==> src/rtl/iprbl_pkg.sv <==
// ----------------------------------------------------------------------------
// iprbl_pkg
// Shared types, constants and helpers of the IPv4 range blocklist lookup.
// ----------------------------------------------------------------------------
package iprbl_pkg;

  localparam int MAX_RANGES = 256;
  localparam int IDX_W      = $clog2(MAX_RANGES);
  localparam int CNT_W      = IDX_W + 1;

  typedef enum logic [1:0] {
    OP_CLEAR = 2'd0,
    OP_ADD   = 2'd1,
    OP_QUERY = 2'd2,
    OP_NONE  = 2'd3
  } opcode_t;

  // Datapath commands issued by the controller
  typedef enum logic [4:0] {
    CMD_IDLE,
    CMD_LOAD,
    CMD_CLEAR,
    CMD_RD_CUR,
    CMD_RD_PREV,
    CMD_RD_MID,
    CMD_RD_LOPREV,
    CMD_SKIP,
    CMD_MARK_FIRST,
    CMD_ABSORB,
    CMD_WR_MERGED,
    CMD_COPY_DOWN,
    CMD_COUNT_J,
    CMD_START_SHIFT,
    CMD_COPY_UP,
    CMD_WR_INSERT,
    CMD_REFUSE,
    CMD_BSEARCH,
    CMD_HIT,
    CMD_EMIT
  } dp_cmd_t;

  // Datapath status seen by the controller
  typedef struct packed {
    opcode_t op;
    logic    i_lt_n;
    logic    below;
    logic    touch;
    logic    merged;
    logic    full;
    logic    i_gt_first;
    logic    lo_lt_hi;
    logic    lo_zero;
    logic    out_free;
  } dp_status_t;

  // Network mask with the top plen bits set; lengths above 32 act as 32
  function automatic logic [31:0] prefix_mask(input logic [5:0] plen);
    logic [5:0] p;
    p = (plen > 6'd32) ? 6'd32 : plen;
    return ~(32'hFFFF_FFFF >> p);
  endfunction

endpackage

==> src/rtl/iprbl_ctrl.sv <==
// ----------------------------------------------------------------------------
// iprbl_ctrl
// Sequencer for clear, add (scan, merge, shift) and query (halving search).
// ----------------------------------------------------------------------------
module iprbl_ctrl
  import iprbl_pkg::*;
(
  input  logic       clk,
  input  logic       rst,
  input  logic       in_valid,
  output logic       busy,
  input  dp_status_t st,
  output dp_cmd_t    cmd
);

  typedef enum logic [3:0] {
    S_IDLE, S_DISPATCH, S_F_RD, S_F_CMP, S_L_RD, S_L_CMP, S_DECIDE,
    S_D_RD, S_D_WR, S_U_RD, S_U_WR, S_Q_CHK, S_Q_CMP, S_Q_HIT, S_EMIT
  } state_t;

  state_t state, state_next;

  assign busy = (state != S_IDLE);

  // Pick the command and the next state
  always_comb begin
    cmd        = CMD_IDLE;
    state_next = state;
    case (state)
      S_IDLE: begin
        if (in_valid) begin
          cmd        = CMD_LOAD;
          state_next = S_DISPATCH;
        end
      end
      S_DISPATCH: begin
        case (st.op)
          OP_CLEAR: begin
            cmd        = CMD_CLEAR;
            state_next = S_EMIT;
          end
          OP_ADD:   state_next = S_F_RD;
          OP_QUERY: state_next = S_Q_CHK;
          default:  state_next = S_EMIT;
        endcase
      end
      S_F_RD: begin
        if (st.i_lt_n) begin
          cmd        = CMD_RD_CUR;
          state_next = S_F_CMP;
        end else begin
          cmd        = CMD_MARK_FIRST;
          state_next = S_L_RD;
        end
      end
      S_F_CMP: begin
        if (st.below) begin
          cmd        = CMD_SKIP;
          state_next = S_F_RD;
        end else begin
          cmd        = CMD_MARK_FIRST;
          state_next = S_L_RD;
        end
      end
      S_L_RD: begin
        if (st.i_lt_n) begin
          cmd        = CMD_RD_CUR;
          state_next = S_L_CMP;
        end else begin
          state_next = S_DECIDE;
        end
      end
      S_L_CMP: begin
        if (st.touch) begin
          cmd        = CMD_ABSORB;
          state_next = S_L_RD;
        end else begin
          state_next = S_DECIDE;
        end
      end
      S_DECIDE: begin
        if (st.merged) begin
          cmd        = CMD_WR_MERGED;
          state_next = S_D_RD;
        end else if (st.full) begin
          cmd        = CMD_REFUSE;
          state_next = S_EMIT;
        end else begin
          cmd        = CMD_START_SHIFT;
          state_next = S_U_RD;
        end
      end
      S_D_RD: begin
        if (st.i_lt_n) begin
          cmd        = CMD_RD_CUR;
          state_next = S_D_WR;
        end else begin
          cmd        = CMD_COUNT_J;
          state_next = S_EMIT;
        end
      end
      S_D_WR: begin
        cmd        = CMD_COPY_DOWN;
        state_next = S_D_RD;
      end
      S_U_RD: begin
        if (st.i_gt_first) begin
          cmd        = CMD_RD_PREV;
          state_next = S_U_WR;
        end else begin
          cmd        = CMD_WR_INSERT;
          state_next = S_EMIT;
        end
      end
      S_U_WR: begin
        cmd        = CMD_COPY_UP;
        state_next = S_U_RD;
      end
      S_Q_CHK: begin
        if (st.lo_lt_hi) begin
          cmd        = CMD_RD_MID;
          state_next = S_Q_CMP;
        end else if (st.lo_zero) begin
          state_next = S_EMIT;
        end else begin
          cmd        = CMD_RD_LOPREV;
          state_next = S_Q_HIT;
        end
      end
      S_Q_CMP: begin
        cmd        = CMD_BSEARCH;
        state_next = S_Q_CHK;
      end
      S_Q_HIT: begin
        cmd        = CMD_HIT;
        state_next = S_EMIT;
      end
      S_EMIT: begin
        if (st.out_free) begin
          cmd        = CMD_EMIT;
          state_next = S_IDLE;
        end
      end
      default: state_next = S_IDLE;
    endcase
  end

  // Hold state
  always_ff @(posedge clk) begin
    if (rst) begin
      state <= S_IDLE;
    end else begin
      state <= state_next;
    end
  end

endmodule

==> config.mk <==
export PLATFORM = sky130hd
export DESIGN_NAME = iprbl_ctrl
export DESIGN_NICKNAME = d
export VERILOG_FILES = /design/src/rtl/iprbl_pkg.sv /design/src/rtl/iprbl_ctrl.sv
export SDC_FILE = /design/constraint.sdc
export NUM_CORES = 1
export LEC_CHECK = 0
export BUFFER_PORTS_ARGS = -buffer_cell sky130_fd_sc_hd__clkbuf_2
export CORE_ASPECT_RATIO = 0.8
export CORE_MARGIN = 4
export CORE_UTILIZATION = 50
export DETAILED_ROUTE_END_ITERATION = 6
export GPL_TIMING_DRIVEN = 0
export PLACE_DENSITY = 0.86
export SYNTH_ARGS = -nofsm -noshare
export SYNTH_HDL_FRONTEND = slang
export SYNTH_SLANG_ARGS = --single-unit
==> constraint.sdc <==
create_clock -name clk -period 3.4 [get_ports clk]
set_clock_uncertainty 0.1 [all_clocks]
set_input_delay 0.51 -clock clk [delete_from_list [all_inputs] [get_ports clk]]
set_output_delay 0.51 -clock clk [all_outputs]
set_load 0.03 [all_outputs]
==> reports/metrics.cfg <==
[outcome]
status=complete, no violations

[power_and_ir_drop]
leakage_nw=0.422
peakVddDrop_mv=0.586
cellPowerDensity_nw_per_um2=944
p_sw_share_pct=55.5
comb_power_share_pct=84.4
power_uw=951
clkPwrFrac_pct=5.9
p_int_uw=423
seqPwrFrac_pct=9.7
power.switching_uw=528

[detailed_routing]
routedWlPerCell_um=15.9
wl_mm=2.63
ant_nets=0
drtPass1Iterations=4
drtIter0Drc=52
vias_per_cell=6.44
vias=1062
drc_errors=0

[timing]
fmax_mhz=417
rsz0062_at_grt=false
setup_ws_ns=1.00
slew_headroom_pct=68.4
tightest_slew_ns=0.470
maxSlewViolCount=0
setup_viol=0
setup_tns_ns=0
min_period_ns=2.40
hold_viol=0
worst_hold_slack_ns=0.395
post-route-period-util_pct=70.5

[global_routing]
grt_pass1_wl_mm=4.26
grt.overflow.total=0
antenna_found_initial=0
grt_max_degree=11
gr-usage-all-layers_pct=22.9
grt_pass1_vias=967

[clock_network]
htreeDepth=1
holdBufCountCts=0
clockBufferDepth=2
clock-sinks=4
cts_tree=yes
clkTransAtPathRegs_ns=0.04
cts-buffers-inserted=3
cts-root-buf=clkbuf_4
post_cts_resized=0
cts_setup_buffers=0
clk-insertion-delay-late_ns=0.23

[die]
start_util_pct=53.3
dieArea_um2=2470
num_rows=13
io_pins=20
core_um2=1630
die_x_um=54.6
die_h_um=45.2

[cells_and_area]
layout-drive-gt1-share_pct=28.7
layout_commonest_cell=clkbuf_2
area_growth_syn_to_layout_pct=16.2
nNetsFinal=162
reg_top3=state: 4 flops
diodes=0
largest_reg_flops=4
final_cell_mix=18 x clkbuf_2, 10 x nor2_1, 9 x nand2b_1, 9 x a21oi_1
fillCellCount=153
postLayoutCoreUtil_pct=61.9
top_register=state

[logic_synthesis]
syn-instance-count=122
yosysSeqAreaShare_pct=9.24
synth_cell_type_count=41
avgSynthCellArea_um2=7.11
synthesis.area_um2=867
yosysWarnings=0
syn_nets=139
synth_seq_cells=4

[worst_setup_path]
endpoint=cmd[1]
rr_startpoint=state[0]$_SDFFE_PP0P_
worstSetupStartpointType=flip-flop
crit_path_frequent_cell=buf_12
arrival_ns=1.79
reg2reg_setup_slack_ns=1.85
setup.worst_path.start=state[1]$_SDFFE_PP0P_
crit_path_max_incr_delay_ns=0.42
reg2reg_to=state[2]$_SDFFE_PP0P_
required_ns=2.79
crit_path_max_fanout=10
reg2reg_depth=5
critPathSlowestCell=dfxtp_1
crit_chain=buf_6 > buf_12 > buf_12 > nor3b_2 > nand3_1 > nand4_1 > clkbuf_2
worstSetupPathType=reg -> out
cp-end-kind=output port

[hold_path]
hp-class=in -> reg
whs_path_depth=2

[placed_design]
portBuffers=18
place_ws_ns=1.09
hpwl_mm=2.03
gp_congestion=0.988

[flow_run]
drv_cap=0

how the worst min path moves through the flow:
stage                          start  slack [ns]               endpoint
2_1_floorplan                    rst        0.48  state[1]$_SDFFE_PP0P_
3_3_place_gp   state[2]$_SDFFE_PP0P_        0.60  state[2]$_SDFFE_PP0P_
3_5_place_dp   state[2]$_SDFFE_PP0P_        0.62  state[2]$_SDFFE_PP0P_
4_1_cts                          rst        0.39  state[1]$_SDFFE_PP0P_
5_1_grt                          rst        0.39  state[1]$_SDFFE_PP0P_
6_report                         rst        0.39  state[1]$_SDFFE_PP0P_
power groups by stage:
stage / clock [mW] / sequential (mW) / combinational [mW]
detailed placement: 0 / 0.0925 / 0.786
floorplan: 0 / 0.0884 / 0.614
CTS: 0.0582 / 0.0917 / 0.788
finish: 0.0565 / 0.0920 / 0.802
global placement: 0 / 0.0914 / 0.774
global route: 0.0624 / 0.0943 / 0.857
worst max-delay path: cells and delay by family, from the launching register on:
family / cells / cell delay [ns]
buffers and inverters: 4 / 0.64
DFF: 1 / 0.42
and+or+nand+nor: 3 / 0.50
layout make-up:
class / count / area (um2) / share of cell area (%)
inverter: 8 / 30.0 / 2.98
tap: 22 / 27.5 / 2.73
sequential: 4 / 80.1 / 7.95
buffer: 12 / 114 / 11.3
multi-input combinational: 98 / 643 / 63.9
clock buffer: 3 / 22.5 / 2.24
timing repair buffer: 18 / 90.1 / 8.94
cell families (layout without fill, tap and decap cells):
group,count (synthesis),count (layout),synth area share [%]
compound gates,48,48,38.2
fa+ha+maj,3,3,4.33
buf+inv,20,41,16.6
flops,4,4,9.24
mux,1,1,1.30
simple gates,46,46,30.3
synth_stat cells:
cell type | n | area (um2)
nor3_1 | 1 | 5.00
nand3_1 | 4 | 20.0
a32o_1 | 2 | 20.0
or3_1 | 2 | 12.5
o21ai_1 | 3 | 15.0
a41oi_1 | 1 | 8.76
nand4_1 | 3 | 18.8
o21ai_2 | 1 | 8.76
nand2b_4 | 1 | 13.8
nand2_1 | 8 | 30.0
o22ai_1 | 4 | 25.0
nand3b_1 | 1 | 7.51
o221a_2 | 1 | 11.3
a31o_1 | 1 | 8.76
ha_1 | 3 | 37.5
o22a_1 | 2 | 17.5
a22oi_1 | 3 | 22.5
buf_6 | 3 | 33.8
a211o_1 | 1 | 8.76
and4bb_1 | 1 | 12.5
a21oi_2 | 1 | 8.76
nor2_1 | 10 | 37.5
o21ai_0 | 8 | 40.0
o211ai_1 | 1 | 7.51
and2b_1 | 1 | 7.51
o311ai_0 | 1 | 8.76
mux2_2 | 1 | 11.3
inv_1 | 8 | 30.0
a31oi_1 | 3 | 18.8
nor3b_2 | 1 | 12.5
buf_12 | 2 | 40.0
buf_4 | 2 | 15.0
nor3_2 | 1 | 10.0
a211oi_2 | 1 | 12.5
nand2b_1 | 9 | 56.3
a32oi_1 | 3 | 26.3
buf_2 | 5 | 25.0
o32ai_1 | 2 | 17.5
a21oi_1 | 9 | 45.0
nor2b_1 | 3 | 18.8
dfxtp_1 | 4 | 80.1
metal layers:
| layer | global-route usage (%) | wire (um) | vias up |
|---|---|---|---|
| met5 | 0 | 0 | - |
| met4 | 5.97 | 34 | 0 |
| met3 | 3.63 | 336 | 6 |
| met2 | 37.2 | 1170 | 76 |
| met1 | 31.3 | 1090 | 478 |
| li1 | - | - | 502 |
per-stage QoR:
stage,cells,cell area [um2]
6_report,165,1010
5_1_grt,165,1010
4_1_cts,165,1010
3_5_place_dp,162,985
3_3_place_gp,162,985
2_1_floorplan,122,867
(Power assumes the default switching activity.)
